## src/hw/rtl/pdfr_pkg.sv

```systemverilog
// Shared types and constants for the Pelco-D frame receiver.
`default_nettype none

package pdfr_pkg;

  localparam int unsigned FrameBodyBytes = 6;
  localparam int unsigned StoreDepth     = FrameBodyBytes - 1;
  localparam int unsigned CountWidth     = $clog2(FrameBodyBytes);

  localparam logic [7:0]  SyncByte       = 8'hFF;
  localparam logic [7:0]  DevAddrReset   = 8'd1;
  localparam logic [15:0] TimeoutReset   = 16'd200;

  // Input command codes.
  localparam logic CmdByte = 1'b0;
  localparam logic CmdTick = 1'b1;

  // Configuration register indexes.
  localparam logic CfgDevAddr = 1'b0;
  localparam logic CfgTimeout = 1'b1;

  typedef enum logic [1:0] {
    StatusOk       = 2'd0,
    StatusChecksum = 2'd1,
    StatusAddress  = 2'd2
  } status_e;

  typedef struct packed {
    logic [7:0] frame_address;
    logic [7:0] command_one;
    logic [7:0] command_two;
    logic [7:0] data_one;
    logic [7:0] data_two;
    status_e    status;
  } result_t;

endpackage

`default_nettype wire

```

## src/hw/rtl/pelco_d_frame_receiver.sv

```systemverilog
// Top level of the Pelco-D frame receiver.
//
// Input channel: one transaction is either a received byte (command 0) or
// one timer tick (command 1). The receiver hunts for the sync byte 0xFF,
// then collects address, two command bytes, two data bytes and checksum.
// Output channel: one transaction per completed frame, carrying the four
// frame bytes and the address plus a status (ok, checksum mismatch, or
// address mismatch; checksum is checked first).
// The checksum byte's result goes to the result register, or to the skid
// register if that is held. One input transaction is taken every cycle
// if ready is high; parser state updates in a single pass at acceptance.
// A skid register behind the result register lets input continue while a
// result waits; input ready drops only when both result slots are full.
// Ticks with no byte for timeout_ticks drop a partial frame.
// Reset returns the parser to sync hunt, empties the result buffer and
// loads device address 1 and timeout 200. Configuration writes take effect
// at the next clock edge.
`default_nettype none

module pelco_d_frame_receiver (
  input  wire         clk_i,
  input  wire         rst_ni,
  input  wire         cfg_we_i,
  input  wire         cfg_index_i,
  input  wire [15:0]  cfg_data_i,
  input  wire         in_valid_i,
  output logic        in_ready_o,
  input  wire         command_i,
  input  wire [7:0]   rx_byte_i,
  output logic        out_valid_o,
  input  wire         out_ready_i,
  output logic [7:0]  frame_address_o,
  output logic [7:0]  command_one_o,
  output logic [7:0]  command_two_o,
  output logic [7:0]  data_one_o,
  output logic [7:0]  data_two_o,
  output logic [1:0]  status_o
);

  logic              item_fire;
  logic              res_valid;
  pdfr_pkg::result_t res;
  pdfr_pkg::result_t out_data;

  assign item_fire = in_valid_i & in_ready_o;

  pdfr_core u_core (
    .clk_i       (clk_i),
    .rst_ni      (rst_ni),
    .cfg_we_i    (cfg_we_i),
    .cfg_index_i (cfg_index_i),
    .cfg_data_i  (cfg_data_i),
    .item_fire_i (item_fire),
    .command_i   (command_i),
    .rx_byte_i   (rx_byte_i),
    .res_valid_o (res_valid),
    .res_o       (res)
  );

  pdfr_out_buf u_out_buf (
    .clk_i       (clk_i),
    .rst_ni      (rst_ni),
    .push_i      (res_valid),
    .push_data_i (res),
    .space_o     (in_ready_o),
    .out_valid_o (out_valid_o),
    .out_ready_i (out_ready_i),
    .out_data_o  (out_data)
  );

  assign frame_address_o = out_data.frame_address;
  assign command_one_o   = out_data.command_one;
  assign command_two_o   = out_data.command_two;
  assign data_one_o      = out_data.data_one;
  assign data_two_o      = out_data.data_two;
  assign status_o        = out_data.status;

endmodule

`default_nettype wire

```

## src/hw/rtl/pdfr_core.sv

```systemverilog
// Frame parser: sync hunt, byte collection, timeout and result decode.
`default_nettype none

module pdfr_core (
  input  wire                 clk_i,
  input  wire                 rst_ni,
  input  wire                 cfg_we_i,
  input  wire                 cfg_index_i,
  input  wire [15:0]          cfg_data_i,
  input  wire                 item_fire_i,
  input  wire                 command_i,
  input  wire [7:0]           rx_byte_i,
  output logic                res_valid_o,
  output pdfr_pkg::result_t   res_o
);

  localparam int unsigned CW = pdfr_pkg::CountWidth;

  logic [7:0]    dev_addr_q;
  logic [15:0]   timeout_q;
  logic          receiving_q, receiving_d;
  logic [CW-1:0] count_q, count_d;
  logic [15:0]   idle_q, idle_d;
  logic [7:0]    sum_q, sum_d;
  logic [7:0]    store_q [pdfr_pkg::StoreDepth];
  logic          store_we;
  logic [16:0]   idle_next;
  logic          last_byte;

  assign idle_next = {1'b0, idle_q} + 17'd1;
  assign last_byte = (count_q == CW'(pdfr_pkg::StoreDepth));

  always_comb begin
    receiving_d = receiving_q;
    count_d     = count_q;
    idle_d      = idle_q;
    sum_d       = sum_q;
    store_we    = 1'b0;
    res_valid_o = 1'b0;
    if (item_fire_i) begin
      if (command_i == pdfr_pkg::CmdTick) begin
        if (receiving_q) begin
          if (idle_next >= {1'b0, timeout_q}) begin
            receiving_d = 1'b0;
            count_d     = '0;
            idle_d      = '0;
            sum_d       = '0;
          end else begin
            idle_d = idle_next[15:0];
          end
        end
      end else if (!receiving_q) begin
        if (rx_byte_i == pdfr_pkg::SyncByte) begin
          receiving_d = 1'b1;
          count_d     = '0;
          idle_d      = '0;
          sum_d       = '0;
        end
      end else if (!last_byte) begin
        idle_d   = '0;
        store_we = 1'b1;
        sum_d    = sum_q + rx_byte_i;
        count_d  = count_q + CW'(1);
      end else begin
        // Checksum byte closes the frame.
        res_valid_o = 1'b1;
        receiving_d = 1'b0;
        count_d     = '0;
        idle_d      = '0;
        sum_d       = '0;
      end
    end
  end

  always_comb begin
    res_o.frame_address = store_q[0];
    res_o.command_one   = store_q[1];
    res_o.command_two   = store_q[2];
    res_o.data_one      = store_q[3];
    res_o.data_two      = store_q[4];
    priority if (rx_byte_i != sum_q) begin
      res_o.status = pdfr_pkg::StatusChecksum;
    end else if (store_q[0] != dev_addr_q) begin
      res_o.status = pdfr_pkg::StatusAddress;
    end else begin
      res_o.status = pdfr_pkg::StatusOk;
    end
  end

  always_ff @(posedge clk_i or negedge rst_ni) begin
    if (!rst_ni) begin
      dev_addr_q  <= pdfr_pkg::DevAddrReset;
      timeout_q   <= pdfr_pkg::TimeoutReset;
      receiving_q <= 1'b0;
      count_q     <= '0;
      idle_q      <= '0;
      sum_q       <= '0;
    end else begin
      if (cfg_we_i) begin
        unique case (cfg_index_i)
          pdfr_pkg::CfgDevAddr: dev_addr_q <= cfg_data_i[7:0];
          pdfr_pkg::CfgTimeout: timeout_q  <= cfg_data_i;
          default: ;
        endcase
      end
      receiving_q <= receiving_d;
      count_q     <= count_d;
      idle_q      <= idle_d;
      sum_q       <= sum_d;
    end
  end

  always_ff @(posedge clk_i) begin
    if (store_we) begin
      store_q[count_q] <= rx_byte_i;
    end
  end

endmodule

`default_nettype wire

```

## src/hw/rtl/pdfr_out_buf.sv

```systemverilog
// Result register with a skid stage so the parser keeps running while one result waits under backpressure.
`default_nettype none

module pdfr_out_buf (
  input  wire                 clk_i,
  input  wire                 rst_ni,
  input  wire                 push_i,
  input  wire pdfr_pkg::result_t push_data_i,
  output logic                space_o,
  output logic                out_valid_o,
  input  wire                 out_ready_i,
  output pdfr_pkg::result_t   out_data_o
);

  logic              main_vld_q, skid_vld_q;
  pdfr_pkg::result_t main_q, skid_q;
  logic              pop;

  assign pop         = main_vld_q & out_ready_i;
  assign space_o     = ~skid_vld_q;
  assign out_valid_o = main_vld_q;
  assign out_data_o  = main_q;

  always_ff @(posedge clk_i or negedge rst_ni) begin
    if (!rst_ni) begin
      main_vld_q <= 1'b0;
      skid_vld_q <= 1'b0;
    end else if (!main_vld_q || pop) begin
      if (skid_vld_q) begin
        main_vld_q <= 1'b1;
        skid_vld_q <= 1'b0;
      end else begin
        main_vld_q <= push_i;
      end
    end else if (push_i) begin
      skid_vld_q <= 1'b1;
    end
  end

  always_ff @(posedge clk_i) begin
    if (!main_vld_q || pop) begin
      main_q <= skid_vld_q ? skid_q : push_data_i;
    end else if (push_i) begin
      skid_q <= push_data_i;
    end
  end

endmodule

`default_nettype wire
```

## config.mk

```make
export PLATFORM = sky130hd
export DESIGN_NAME = pelco_d_frame_receiver
export DESIGN_NICKNAME = d
export VERILOG_FILES = /design/src/hw/rtl/pdfr_pkg.sv /design/src/hw/rtl/pelco_d_frame_receiver.sv /design/src/hw/rtl/pdfr_core.sv /design/src/hw/rtl/pdfr_out_buf.sv
export SDC_FILE = /design/constraint.sdc
export NUM_CORES = 1
export LEC_CHECK = 0
export ABC_AREA = 1
export BUFFER_PORTS_ARGS = -buffer_cell sky130_fd_sc_hd__buf_4
export CORE_MARGIN = 4
export CORE_UTILIZATION = 45
export CTS_CLUSTER_SIZE = 25
export DETAILED_ROUTE_END_ITERATION = 10
export MAX_ROUTING_LAYER = met4
export PLACE_DENSITY = 0.64
export SETUP_SLACK_MARGIN = 0.02
export SYNTH_ARGS = -nofsm -noshare
export SYNTH_HDL_FRONTEND = slang
export SYNTH_SLANG_ARGS = --single-unit
```

## constraint.sdc

```tcl
create_clock -name clk_i -period 5.8 [get_ports clk_i]
set_clock_uncertainty 0.15 [all_clocks]
set_input_delay 0.87 -clock clk_i [delete_from_list [all_inputs] [get_ports clk_i]]
set_output_delay 0.87 -clock clk_i [all_outputs]
set_load 0.005 [all_outputs]
```

=== Word-level counts from Yosys, hierarchy flattened ===
Memory sizes are Yosys's and may differ from the RTL's.
Index checks and enable logic that the tools add are counted.

* $add $sub $neg: 3
* Magnitude comparators: 1
* Eq/ne operators: 6
* Multiplexer cells: 38
* Bitwise gates (word level): 5
* Reductions and logical operators: 9

{| class="wikitable"
|+ Operator list
! cell !! number
|-
| $mux 16 || 5
|-
| $mux 8 || 6
|-
| $mux 42 || 1
|-
| $mux 1 || 18
|-
| $mux 3 || 6
|-
| $add 16x1->17 const B || 1
|-
| $ge 17x16->1 || 1
|-
| $ne 8x8->1 || 2
|-
| $add 8x8->8 || 1
|-
| $eq 8x8->1 const B || 1
|-
| $reduce_and 2->1 || 3
|-
| $mux 2 || 2
|-
| $ne 2x1->1 const B || 2
|-
| $reduce_and 4->1 || 1
|-
| $reduce_bool 2->1 || 2
|-
| $add 3x1->3 const B || 1
|-
| $eq 3x3->1 const B || 1
|-
| $not 1->1 || 3
|-
| $reduce_and 3->1 || 1
|-
| $and 1x1->1 || 2
|-
| $logic_not 1->1 || 1
|-
| $logic_or 1x1->1 || 1
|}

* Register bits: 138
* Bits in writable memories: 40
* Output and inout bits: 44
* Word-level logic and storage cells: 83
* Memories kept: 1

{| class="wikitable"
|+ Memories
! memory !! depth !! bits a word !! rd ports !! clocked after memory_dff !! wr ports !! line !! text
|-
| u_core.store_q || 5 || 8 || 5 || 0 || 1 || pdfr_core.sv:25 || <nowiki>logic [7:0] store_q [pdfr_pkg::StoreDepth];</nowiki>
|}

=== Longest topological paths before layout ===
Gate-level depths: netlist (run 1).

* Depth in word-level cells: 7
* Depth in mapped cells: 22

=== Cells and area by module ===
Synthesis (run 1) repeated with hierarchy kept, for this count alone.

* Cells, all modules: 723
* Area total of the unflattened synthesis: 7832.5 um^2

{| class="wikitable"
|+ Modules (own cells, without submodules)
! module !! instances !! cells each !! area each (um^2) !! sequential area each (um^2)
|-
| pdfr_core || 1 || 492 || 4586.9 || 2507.4
|-
| pdfr_out_buf || 1 || 229 || 3238.1 || 2572.5
|-
| pelco_d_frame_receiver || 1 || 2 || 7.5 || 0.0
|}

=== Worst setup path before layout (run 1) ===
Ideal clock, no wire load.

* Kind: in2reg
* From: input out_ready_i
* To: register u_out_buf.skid_q[0] (netlist name) (enable)
* Arrival: 4.916 ns
* Data required time: 5.157 ns
* Path slack: 0.241 ns
* Stages on the path: 3
* Buffers on the path: 0
* Path through: inv_1 > nand2_1 > nor3_1

* Longest elaborated chain between the ends: 4

{| class="wikitable"
|+ Ends and longest elaborated chain
! what !! line !! text
|-
| start: declaration || pelco_d_frame_receiver.sv:31 || <nowiki>input wire out_ready_i,</nowiki>
|-
| $and 1x1->1 || pdfr_out_buf.sv:19 || <nowiki>assign pop = main_vld_q & out_ready_i;</nowiki>
|-
| $logic_or 1x1->1 || pdfr_out_buf.sv:41 || <nowiki>if (!main_vld_q || pop) begin</nowiki>
|-
| $not 1->1 (no source line) || n/a ||
|-
| $reduce_and 2->1 (no source line) || n/a ||
|-
| end signal: assignment || pdfr_out_buf.sv:44 || <nowiki>skid_q <= push_data_i;</nowiki>
|-
| end: declaration || pdfr_out_buf.sv:16 || <nowiki>pdfr_pkg::result_t main_q, skid_q;</nowiki>
|}

Every way passes these cells.
A chain may end at the register's enable or synchronous reset.

=== Worst setup path in the final report (run 1) ===
* From: register u_core.idle_q[0]
* To: register u_core.count_q[2]

* Longest elaborated chain between the ends: 4

{| class="wikitable"
|+ Ends and longest elaborated chain
! what !! line !! text
|-
| start: declaration || pdfr_core.sv:23 || <nowiki>logic [15:0] idle_q, idle_d;</nowiki>
|-
| start signal: assignment || pdfr_core.sv:108 || <nowiki>idle_q <= idle_d;</nowiki>
|-
| $add 16x1->17 || pdfr_core.sv:30 || <nowiki>assign idle_next = {1'b0, idle_q} + 17'd1;</nowiki>
|-
| $ge 17x16->1 || pdfr_core.sv:43 || <nowiki>if (idle_next >= {1'b0, timeout_q}) begin</nowiki>
|-
| $ne 2x1->1 (no source line) || n/a ||
|-
| $reduce_and 4->1 (no source line) || n/a ||
|-
| end signal: assignment || pdfr_core.sv:107 || <nowiki>count_q <= count_d;</nowiki>
|-
| end: declaration || pdfr_core.sv:22 || <nowiki>logic [CW-1:0] count_q, count_d;</nowiki>
|}

Every way passes these cells.

==> run summary, run 1 <==
The run finished with clean final reports. The cell sitting at the root of the clock tree is a sky130_fd_sc_hd__clkbuf_16. The HPWL after detailed placement is 10,300 um. The core footprint is 0.0166 mm^2.

The required time reported for the critical path endpoint is 5.96 ns. The initial utilization of the core area, before any placement, comes to 46.1%. Entering global routing, the biggest net connects 55 pins. The first TritonRoute pass finished after 4 iterations. CTS built an H-tree with a depth of 4. For the remaining number of nets flagged by the antenna check after routing, the log shows 0. The layout overhead on the synthesized area works out to 18.4%.

In this run the cell area measured after placement is 0.00841 mm^2. Library cell with the largest summed area after synthesis: sky130_fd_sc_hd__edfxtp_1. The share of synthesized area in the top cell type comes to 48.7%.

Number of register bits inferred by synthesis: 178. The worst path in the final design needs a cycle of 3.51 ns, including I/O delays and setup. Across the VDD grid, the largest voltage drop is 0.223 mV.

The fill cell instance count of the final layout is 1,436. The routed design has 14,900 um of wire. The proportion of layout cells with a drive suffix above 1 works out to 16.1%.

The run gives 0.00764 mm^2 as the mapped cell area. The worst-margin pin slew works out to 1.25 ns. The die is 138 um tall. In this run the worst hold path is classified as reg -> reg. The largest fanout on the critical path was 29.

In the synthesized netlist, the cells that appear most often are sky130_fd_sc_hd__nand2_1 (240), sky130_fd_sc_hd__edfxtp_1 (124), sky130_fd_sc_hd__inv_1 (67). Global routing used 16.6% of the available tracks across all layers. After clock tree synthesis, the clock-pin slew on the worst setup and hold paths is 0.07 ns. The global-route wire length before repair came out at 24,700 um. STA puts the critical path data arrival time at 3.67 ns. The most instantiated library cell after synthesis is sky130_fd_sc_hd__nand2_1.

For this run, the top clock speed supported by timing is 285 MHz. The floorplan step defined a die boundary enclosing 0.0191 mm^2. The DRC marker count from the first detailed-route iteration is 278.

Counting every net in the synthesized netlist gives 759. The net count of the finished layout is 836. For this run, design rule violations remaining after detail routing come to 0.

The final route contains 5,003 vias. Dividing the synthesized area by the synthesized cell count gives 10.9 um^2. The async set-reset flop share out of synthesis is 30.3%, and the number of enable flip-flop cells after synthesis is 124. The gate count of the mapped netlist came out at 703. Number of cells upsized or downsized after cts: 0. TritonCTS built the clock tree. The clock reaches the later pin of the worst-skew pair after 0.43 ns. Total count of max-transition violations in the final report: 0.

The post-route clock period utilization was 60.4%. The most used flip-flop cell after synthesis was sky130_fd_sc_hd__edfxtp_1. For this run, the number of Yosys warnings is 0. By area the synthesized netlist is led by sky130_fd_sc_hd__edfxtp_1 (49%), sky130_fd_sc_hd__dfrtp_1 (16%), sky130_fd_sc_hd__nand2_1 (12%), sky130_fd_sc_hd__ha_1 (3.9%), sky130_fd_sc_hd__inv_1 (3.3%). Maximum clock insertion buffer count: 2.

STA classifies the critical path startpoint as a register. After routing the design area is 0.00905 mm^2. The total power per unit cell area was 324 mW/mm^2. In the final routed layout, each cell accounts on average for 14.8 um. Setup violations remaining at the end of the flow were counted as 0. The tools report the setup TNS as 0 ns.

The number of global-route vias before repair was 4,838. The normalized max-slew margin is 16.3%, and the number of top-level pins is 75. After synthesis, flip-flops and latches occupy 66.5% of the total area. The number of diodes is 0. The worst setup path is captured at a register.

The logs give 178 for the sink count of the clock tree and 47 for the number of placement rows. Input and output buffers added on the ports amount to 74. At the end of routability-driven placement, the weighted congestion stood at 0.903. Max-cap violations in this run came to 0. The critical path is of the reg -> reg type. Setup repair after global routing left no endpoint under its margin.

The ratio of routed vias to standard cells was 4.94; the number of distinct standard cells referenced by the synthesized netlist was 36. In this run the static leakage power is 4.01 nW. The total count of hold-check failures in the final report is 0, and the number of buffers added to fix hold violations after cts is 0. The run gives 0 as the remaining global-route overflow. The die boundary width is 138 um, and the total setup buffers inserted after CTS is 0.

The number of clock buffers added by TritonCTS is 17. The initial antenna violation count came out at 0.
==> layout make-up <==
type	instances	area, um^2	share of cell area [%]
Clock inverter	15	214	2.36
Timing Repair Buffer	79	593	6.56
Sequential cell	178	5080	56.1
Clock buffer	17	425	4.70
Tap cell	220	275	3.04
Inverter	69	259	2.86
Multi-Input combinational cell	435	2200	24.3
==> power breakdown <==
group          switching (mW)  leakage, nW  total, mW  internal (mW)
Sequential             0.0392         1.87       1.44           1.41
Clock                   0.516        0.311       1.22          0.701
Combinational           0.163         1.83      0.271          0.109
==> stage by stage <==
| stage | setup WS (ns) | hold WS, ns | power [mW] | cells | util [%] |
|---|---|---|---|---|---|
| floorplan | 0.241 | 0.277 | 1.65 | 703 | - |
| global placement | 2.57 | 0.284 | 1.73 | 981 | 50.7 |
| detailed placement | 2.41 | 0.285 | 1.74 | 981 | 50.7 |
| CTS | 2.28 | 0.302 | 2.96 | 1013 | 54.6 |
| global route | 1.93 | 0.301 | 3.07 | 1013 | 54.6 |
| finish | 2.29 | 0.299 | 2.93 | 1013 | 54.6 |
==> cell usage in the layout (no fill, tap or decap), drive strengths merged <==
cell type / n
nand3b: 2
nor3: 14
edfxtp: 124
o31ai: 1
buf: 79
xor2: 11
dfstp: 4
clkinv: 4
nor3b: 2
a21oi: 19
xnor2: 13
a21boi: 1
nor2: 37
clkbuf: 17
nand2: 241
fa: 1
ha: 24
o22ai: 12
clkinvlp: 1
dfrtp: 50
a21o: 1
nand4: 7
inv: 76
nor4: 1
bufinv: 3
o21ai: 23
nand3: 25
==> flip-flops by register name, summed over array words and instances (netlist names) <==
| name | flops |
|---|---|
| u_core.sum_q | 8 |
| u_out_buf.out_valid_o | 1 |
| u_core.count_q | 3 |
| u_out_buf.out_data_o | 42 |
| u_core.store_q | 40 |
| u_core.receiving_q | 1 |
| u_core.timeout_q | 16 |
| u_out_buf.skid_q | 42 |
| u_core.dev_addr_q | 8 |
| u_out_buf.skid_vld_q | 1 |
| u_core.idle_q | 16 |
==> kinds of logic (layout without fill, tap and decap cells) <==
logic type | count (synthesis) | in the layout | synth area share [%]
buf+inv | 90 | 180 | 4.78
fa+ha+maj | 25 | 25 | 4.19
simple gates | 329 | 329 | 17.7
compound gates | 57 | 57 | 4.03
flops | 178 | 178 | 66.5
xor+xnor | 24 | 24 | 2.75
==> metal layers <==
metal	up-vias	part of all wire, %	wire length, um	track usage (%)
met1	2387	44	6530	20.9
met3	25	4.3	642	3.87
met4	0	1.7	255	6.14
met5	-	0	0	-
met2	112	50	7520	26.3
li1	2479	-	-	-
==> critical path, stage by stage, from the launching register on <==
cell and delay (ns):
sky130_fd_sc_hd__dfrtp_1 0.42, sky130_fd_sc_hd__ha_1 0.21, sky130_fd_sc_hd__nand2_1 0.12, sky130_fd_sc_hd__nor2_2 0.14, sky130_fd_sc_hd__nand3_2 0.13, sky130_fd_sc_hd__nor2_4 0.14, sky130_fd_sc_hd__nand2_1 0.07, sky130_fd_sc_hd__xor2_1 0.16
sky130_fd_sc_hd__ha_1 0.29, sky130_fd_sc_hd__inv_1 0.05, sky130_fd_sc_hd__nor3_1 0.24, sky130_fd_sc_hd__nand4_1 0.14, sky130_fd_sc_hd__o21ai_0 0.21, sky130_fd_sc_hd__a21oi_1 0.06, sky130_fd_sc_hd__nand2_1 0.07, sky130_fd_sc_hd__buf_4 0.29
sky130_fd_sc_hd__nand2_1 0.30, sky130_fd_sc_hd__nand2_1 0.13, sky130_fd_sc_hd__nand2_1 0.06
==> path summary, 6_finish.rpt <==
path | from | endpoint | slack (ns) | cells after the start
min in group asynchronous | rst_ni | u_core.timeout_q[10] | 0.32 | 1
max in group asynchronous | rst_ni | u_out_buf.skid_vld_q | 4.72 | 1
worst max register to register | u_core.idle_q[0] | u_core.count_q[2] | 2.29 | 18
worst min-delay path | u_core.store_q[2][6] | u_out_buf.skid_q[24] | 0.30 | 0
worst max-delay path | u_core.idle_q[0] | u_core.count_q[2] | 2.29 | 18
worst min register to register | u_core.store_q[2][6] | u_out_buf.skid_q[24] | 0.30 | 0
No activity file was read; power rests on OpenSTA's default activity.
==> run 2: changes to the inputs <==
Clock period 5.8 ns to 3.5 ns, I/O delays scaled along.
==> run 2 against run 1 <==
  * Non-clock buffer count increased by 6
  * Combinational power rose by 66%
  * The flow now finishes with violations (negative hold slack)
  * Worst hold slack worse by 0.31 ns
  * Clock-buffer cell count rose by 2
  * Critical path depth unchanged
  * First-iteration DRC count grew 22%
==> run summary, run 2 (same netlist as run 1, synthesis figures left out) <==
Measured along the y axis, the die boundary spans 138 um. For the total count of max-transition violations in the final report, the log shows 0. The library cell used most frequently in the layout, excluding fill and tap cells, is sky130_fd_sc_hd__nand2_1. The final reports fail on negative hold slack. The clock transition at the registers of the reported paths is 0.07 ns, and the switching power of the nets is 1.13 mW. The worst hold margin is -0.0101 ns, and the number of cells upsized or downsized after cts is 0. At the placement stage, the worst setup path has a slack of 0.248 ns. The post-route clock period utilization is 88.6%. The smallest setup slack after layout came out at 0.399 ns.

Tracing the worst setup path back leads to its startpoint at u_core.idle_q[0]. The worst setup path is launched from a register. Source of the worst register-to-register timing path: u_core.idle_q[0].

The sum of net half-perimeters after detailed placement is 10,500 um. For this design the ratio of total power to cell area is 506 mW/mm^2. In the final routing, the length of wire on met1 measures 6530 um. Counting cells, the worst reg-to-reg path comes to 18. The tools report the required time reported for the critical path endpoint as 3.66 ns. For this block, the initial DRC count from the detailed router was 340.

The flow ran to the end, but the final reports show violations. Once layout is done, the placed cells without fillers occupy 0.00900 mm^2. For the pin with the worst max-slew slack, the measured transition is 0.848 ns. The sequential group share of total power is 52.5%, and the final wirelength is 14,800 um.

The worst setup path is captured at a register. The tool flagged a number of max-cap violations equal to 0. For the final cell utilization of the core, the log shows 54.3%.

TritonCTS built the clock tree. The pre-antenna-repair detailed-routing pass consisted of 4 iterations. The routed wirelength normalized by instance count was 14.5 um; the placement-stage cell area was 0.00846 mm^2. The initialized floorplan defines 47 standard-cell rows. For the H-tree depth, the log shows 4. The minimum clock period came out at 3.10 ns.

The run gives 75 as the number of top-level pins. Leaving out fill and tap cells, the most frequent cells in the layout are sky130_fd_sc_hd__nand2_1 (237), sky130_fd_sc_hd__edfxtp_1 (124), sky130_fd_sc_hd__buf_4 (84). The ratio of routed vias to standard cells was 4.88; the largest fanout on the critical path was 21. Share of total power consumed by net switching: 24.7%. After detailed routing, the met2 layer carries 7460 um of wire. Setup repair after global routing left no endpoint under its margin. Measured against its own limit, the worst slew margin works out to 43.4%.

Adding up every negative setup slack in the final design gives 0 ns. Clock latency on the worst-skew pair, taken at its later pin, is 0.42 ns. The floorplan step set the die width to 138 um. The tools report the area of the die as 0.0191 mm^2. In this run the critical register-to-register path is captured at u_core.count_q[1]. The run gives 0 as the initial antenna violation count.

The clock passes through at most 2 buffers. The highest metal layer carrying signal wires in the routed design is met4. The initial utilization of the core area, before any placement, comes to 46.1%. Clock tree synthesis found a total of 178 sinks. The logs give 11 for the total count of hold-check failures in the final report and 9.9% for the portion of total power attributed to combinational logic. For this run, design rule violations remaining after detail routing come to 0. The critical path is of the reg -> reg type. The filler cells instantiated in the layout total 1,426.

For the number of buffers added to fix hold violations after cts, the log shows 0. The total overflow left after global routing is 0. The internal power of the cells totals 3.43 mW. Kind of cell adding the most delay to the critical path: simple AND/OR/NAND/NOR gates. The most frequent cell on the critical path is sky130_fd_sc_hd__nand2_1. The number of diodes came out at 0.

The tools report the met3 wirelength from detailed routing as 548 um. Setup violations remaining at the end of the flow were counted as 0. The via total after detailed routing is 4,970, and the leakage power of the design is 4.00 nW.

The run gives 4,819 as the number of global-route vias before repair. The total area inside the core boundary comes to 0.0166 mm^2. The root cell of the clock tree is sky130_fd_sc_hd__clkbuf_16.

Global-route wire length before repair: 24,500 um. Of the cells placed in the final design, the portion with a size suffix greater than 1 is 16.6%. In this run the remaining antenna-violating nets after routing total 0. Slowest library cell on the worst path: sky130_fd_sc_hd__dfrtp_1. The run gives 0 as the total setup buffers inserted after CTS. On the worst path, the slowest cell contributes a delay of 0.40 ns. IR analysis of the VDD net gives a maximum drop of 0.296 mV. The logs give 0.884 for the global placer's final weighted congestion and 3.26 ns for the critical path data arrival time.

The number of buffers and inverters on the critical path came out at 1. Traced cell by cell, the critical path runs through ha_1 > nand2_1 > nor2_2 > nand3_2 > nor3_1 > xor2_1 > ha_1 > a21oi_1 > nor3_1 > nor3_1 > nand2_1 > nand2_1 > nand2_1 > nand2_1 > nand2_2 > buf_6 > nand3_1 > nand2_1. The path class of the tightest hold or removal check is in -> async.

For this run, the total global-route usage over all layers was measured as 16.5%. The area growth from synthesis to layout is 17.8%. TritonCTS created 17 clock buffers. The worst register-to-register path has a setup slack of 0.40 ns.

The clock network accounts for 37.6% of the total power. Port buffering added 74 buffers. Highest clock rate: 322 MHz. The total number of nets in the final design came out at 842. For the pin count of the biggest net entering global routing, the log shows 55.
## run 2: power groups by stage
| stage | logic, mW | registers [mW] | clock network [mW] |
|---|---|---|---|
| after floorplan | 0.322 | 2.42 | 0 |
| after global placement | 0.434 | 2.43 | 0 |
| after detailed placement | 0.451 | 2.44 | 0 |
| after CTS | 0.454 | 2.40 | 1.75 |
| after global routing | 0.517 | 2.40 | 1.86 |
| final | 0.449 | 2.39 | 1.71 |
## run 2: how the worst max path moves through the flow
stage	slack, ns	cells after the start	to
after global routing	0.07	17	u_core.count_q[2]
after global placement	0.36	17	u_core.sum_q[0]
after floorplan	0.21	3	u_out_buf.skid_q[0]
final	0.40	18	u_core.count_q[1]
after CTS	0.22	17	u_core.count_q[2]
after detailed placement	0.25	20	u_core.count_q[0]
## run 2: layout make-up
class	count	area, um^2	share of cell area [%]
timing repair buffer	85	642	7.13
clock inverter	13	100	1.11
tap	220	275	3.06
multi-input combinational	435	2210	24.6
sequential	178	5080	56.4
inverter	69	259	2.88
clock buffer	19	433	4.81
## run 2: per-layer routing
metal  global-route usage [%]  vias to the layer above
li1                         -                     2497
met1                     21.2                     2348
met2                     26.4                      107
met3                     3.18                       18
met4                     5.67                        0
met5                        -                        -
## run 2: through the flow
stage	power, mW	instances
after floorplan	2.74	703
after global placement	2.87	987
after detailed placement	2.89	987
after CTS	4.60	1019
after global routing	4.78	1019
final	4.56	1019
## run 2: worst reg2reg max path, delay by kind of cell, from the launching register on
| family | cells | cell delay (ns) |
|---|---|---|
| buffers and inverters | 1 | 0.21 |
| AOI/OAI and AO/OA | 1 | 0.15 |
| DFF | 1 | 0.40 |
| adders and majority gates | 2 | 0.48 |
| and+or+nand+nor | 13 | 1.35 |
| xor gates and xnor gates | 1 | 0.24 |
==> run 3: changes to the inputs <==
Settings changed: CAP_MARGIN set to 25, MAX_ROUTING_LAYER met4 to unset, REMOVE_ABC_BUFFERS set to 1.
==> run 3 against run 2 <==
  * The flow still finishes with violations (negative hold slack)
  * First-iteration DRC count down 9.7%
  * Clock-buffer cell count is the same
  * Combinational power up 3%
  * Sequential share of layout area fell by 0.41 points
  * Non-clock buffer count grew 2
  * Critical endpoint is now u_core.sum_q[4]
==> run summary, run 3 (same netlist as run 1, synthesis figures left out) <==
The worst-case IR drop observed on VDD is 0.328 mV. Routability-driven placement finished with a final weighted congestion of 0.859. For the number of diodes, the log shows 0. At the placement stage, the worst setup path has a slack of 0.413 ns.

The reg-to-reg setup timing slack is 0.42 ns, and the core footprint is 0.0166 mm^2. The minimum clock period was 3.08 ns. The checks that failed: negative hold slack. The number of placement rows was 47. The total count of hold-check failures in the final report was 11. The post-route clock period utilization was 87.9%. At the pin with the least slew margin, the transition time is 0.944 ns. The die is 138 um wide.

The analysis attributes to cell leakage a power of 4.02 nW. Clock latency on the worst-skew pair, taken at its later pin, is 0.42 ns. The initial antenna violation count is 0. TritonCTS built the clock tree.

Setup slack on the critical path of the routed design comes to 0.422 ns. The sum of net half-perimeters after detailed placement came out at 10,100 um. The run gives 178 as the sink count of the clock tree. Worst hold margin: -0.0183 ns. Net switching is 23.8% of the power. The total number of nets in the final design is 844. The tools report the highest clock rate as 325 MHz.

Power spread over the standard cell area amounts to 518 mW/mm^2. For the number of global-route vias before repair, the log shows 4,904. The tools report the final cell utilization of the core as 54.7%. Worst hold-check path type: in -> async. The root buffer cell chosen for the clock tree is sky130_fd_sc_hd__clkbuf_16. Maximum clock insertion buffer count: 2. Per report_power, the combinational group accounts for 9.9% of the total. The routed layout has 4,957 vias. Post-CTS repair changed the size of 0 cells.

The tools report the internal power as 3.58 mW. In the final routed layout, each cell accounts on average for 14.3 um. The worst register-to-register path begins at u_core.idle_q[0]. The library cells used most frequently in the layout, excluding fill and tap cells, are sky130_fd_sc_hd__nand2_1 (239), sky130_fd_sc_hd__edfxtp_1 (124), sky130_fd_sc_hd__buf_4 (86).

For the worst setup path, the data required time is 3.66 ns. The clock network burns 39.2% of the power. For the setup TNS, the log shows 0 ns. Counting the buffers created by CTS gives 17.

The tools report the number of buffers added to fix hold violations after cts as 0. Port buffer count: 74. From bottom edge to top edge, the die measures 138 um.

The multi-input combinational cells in the finished layout cover a total of 0.00220 mm^2. The first global-routing pass estimated 24,300 um of wire. The placement-stage cell area is 0.00846 mm^2, and the number of maximum-capacitance violations is 0.

The number of placed instances, taps included, is 988. The total count of max-transition violations in the final report is 0. The run gives 36.9% as the normalized max-slew margin. The clock tree synthesis step divided the H-tree into 4 levels.

The critical path data arrival time was 3.23 ns. The detailed router finished its first iteration with 307 violations. The share of total power dissipated in sequential elements is 50.9%.

The combined global-route utilization of all metal layers is 15.7%. After filler insertion, the fill cell instance count of the layout stands at 1,431. The path type of the worst setup path is reg -> reg. Summed over all layers, the global routing overflow is 0. The detail route stage leaves a number of antenna-violating nets equal to 0.

The area growth from synthesis to layout is 18.7%. The highest metal layer carrying signal wires in the routed design is met4. For this block, the routed nets add up to 14,600 um of wire.

The tools report the total setup buffers inserted after CTS as 0. The endpoint identified for the worst register-to-register timing path is u_core.sum_q[4]. Most common cell after layout, fill and taps aside: sky130_fd_sc_hd__nand2_1. After detailed routing, the number of remaining DRC violations is 0.

The ratio of routed vias to standard cells came out at 4.86. The worst setup path is captured at a register. Non-filler instance count after layout: 1,021. The run gives 0.00907 mm^2 as the area of all placed cells without fillers. The clock transition at the registers of the reported paths was 0.06 ns. The effective utilization at floorplan came out at 46.1%. For this block, wires on met1 add up to 6360 um.

The worst setup path is launched from a register. For the number of detailed-routing iterations run before antenna repair, the log shows 5. The run gives 1.12 mW as the switching power of the nets. Setup violations remaining at the end of the flow were counted as 0.

The run finished, with violations left. The met2 layer wire length in the routed design is 7320 um, and the largest fanout on the critical path is 11. The die covers 0.0191 mm^2. Pin count of the biggest net entering global routing: 55.

The sequential cell area in the final layout is 0.00508 mm^2. Measured in cells, the most critical reg-to-reg path has a length of 17. Cells with a size suffix above 1 make up 16.6% of the layout.

Setup repair after global routing left no endpoint under its margin. The met3 wirelength from detailed routing came out at 706 um. Number of top-level pins: 75.
[run 3: cell types whose count changed in the layout (fill, tap and decap cells not counted), sizes merged]
cell,change
clkinvlp,-1
bufinv,+2
inv,-1
buf,+2
[run 3: worst max-delay path by stage]
stage,start,to,slack (ns),cells past startpoint
after detailed placement,u_core.idle_q[0],u_core.sum_q[5],0.41,17
after floorplan,out_ready_i,u_out_buf.skid_q[0],-1.71,3
after global placement,u_core.idle_q[0],u_core.idle_q[9],0.49,17
final,u_core.idle_q[0],u_core.sum_q[4],0.42,17
after CTS,u_core.idle_q[0],u_core.sum_q[5],0.39,17
after global routing,u_core.idle_q[0],u_core.sum_q[0],0.09,18
[run 3: power by group through the flow]
stage	clock (mW)	sequential, mW	combinational, mW
CTS	1.89	2.39	0.464
global placement	0	2.43	0.440
floorplan	0	2.42	0.314
finish	1.84	2.39	0.464
detailed placement	0	2.44	0.460
global route	1.98	2.40	0.534
[run 3: metal layers]
metal,GRT usage (%),vias to the layer above
li1,-,2497
met1,20.1,2341
met2,26.7,104
met3,3.69,15
met4,4.84,0
met5,0,-
[run 3: cell type report]
cell class,count,share of cell area (%)
tap,220,3.04
clock buffer,19,4.78
sequential,178,56.0
clock inverter,13,1.60
timing repair buffer,87,7.42
multi-input combinational,435,24.3
inverter,69,2.86
[run 3: worst max-delay path: stages (launching register included)]
cell	delay, ns
sky130_fd_sc_hd__dfrtp_1	0.40
sky130_fd_sc_hd__ha_1	0.20
sky130_fd_sc_hd__nand2_1	0.11
sky130_fd_sc_hd__nor2_2	0.13
sky130_fd_sc_hd__nand3_2	0.12
sky130_fd_sc_hd__nor2_4	0.14
sky130_fd_sc_hd__nand2_1	0.08
sky130_fd_sc_hd__xor2_1	0.16
sky130_fd_sc_hd__ha_1	0.30
sky130_fd_sc_hd__inv_1	0.05
sky130_fd_sc_hd__nor3_1	0.24
sky130_fd_sc_hd__nand4_1	0.11
sky130_fd_sc_hd__o21ai_0	0.16
sky130_fd_sc_hd__a21oi_1	0.06
sky130_fd_sc_hd__nand2_1	0.10
sky130_fd_sc_hd__nand2_1	0.25
sky130_fd_sc_hd__nand2_1	0.15
sky130_fd_sc_hd__nand2_1	0.06
[run 3: per-stage QoR]
stage,total power [mW],hold slack (ns)
2_1_floorplan,2.73,0.0794
3_3_place_gp,2.87,0.281
3_5_place_dp,2.90,0.287
4_1_cts,4.75,0.0106
5_1_grt,4.92,0.0324
6_report,4.70,-0.0183
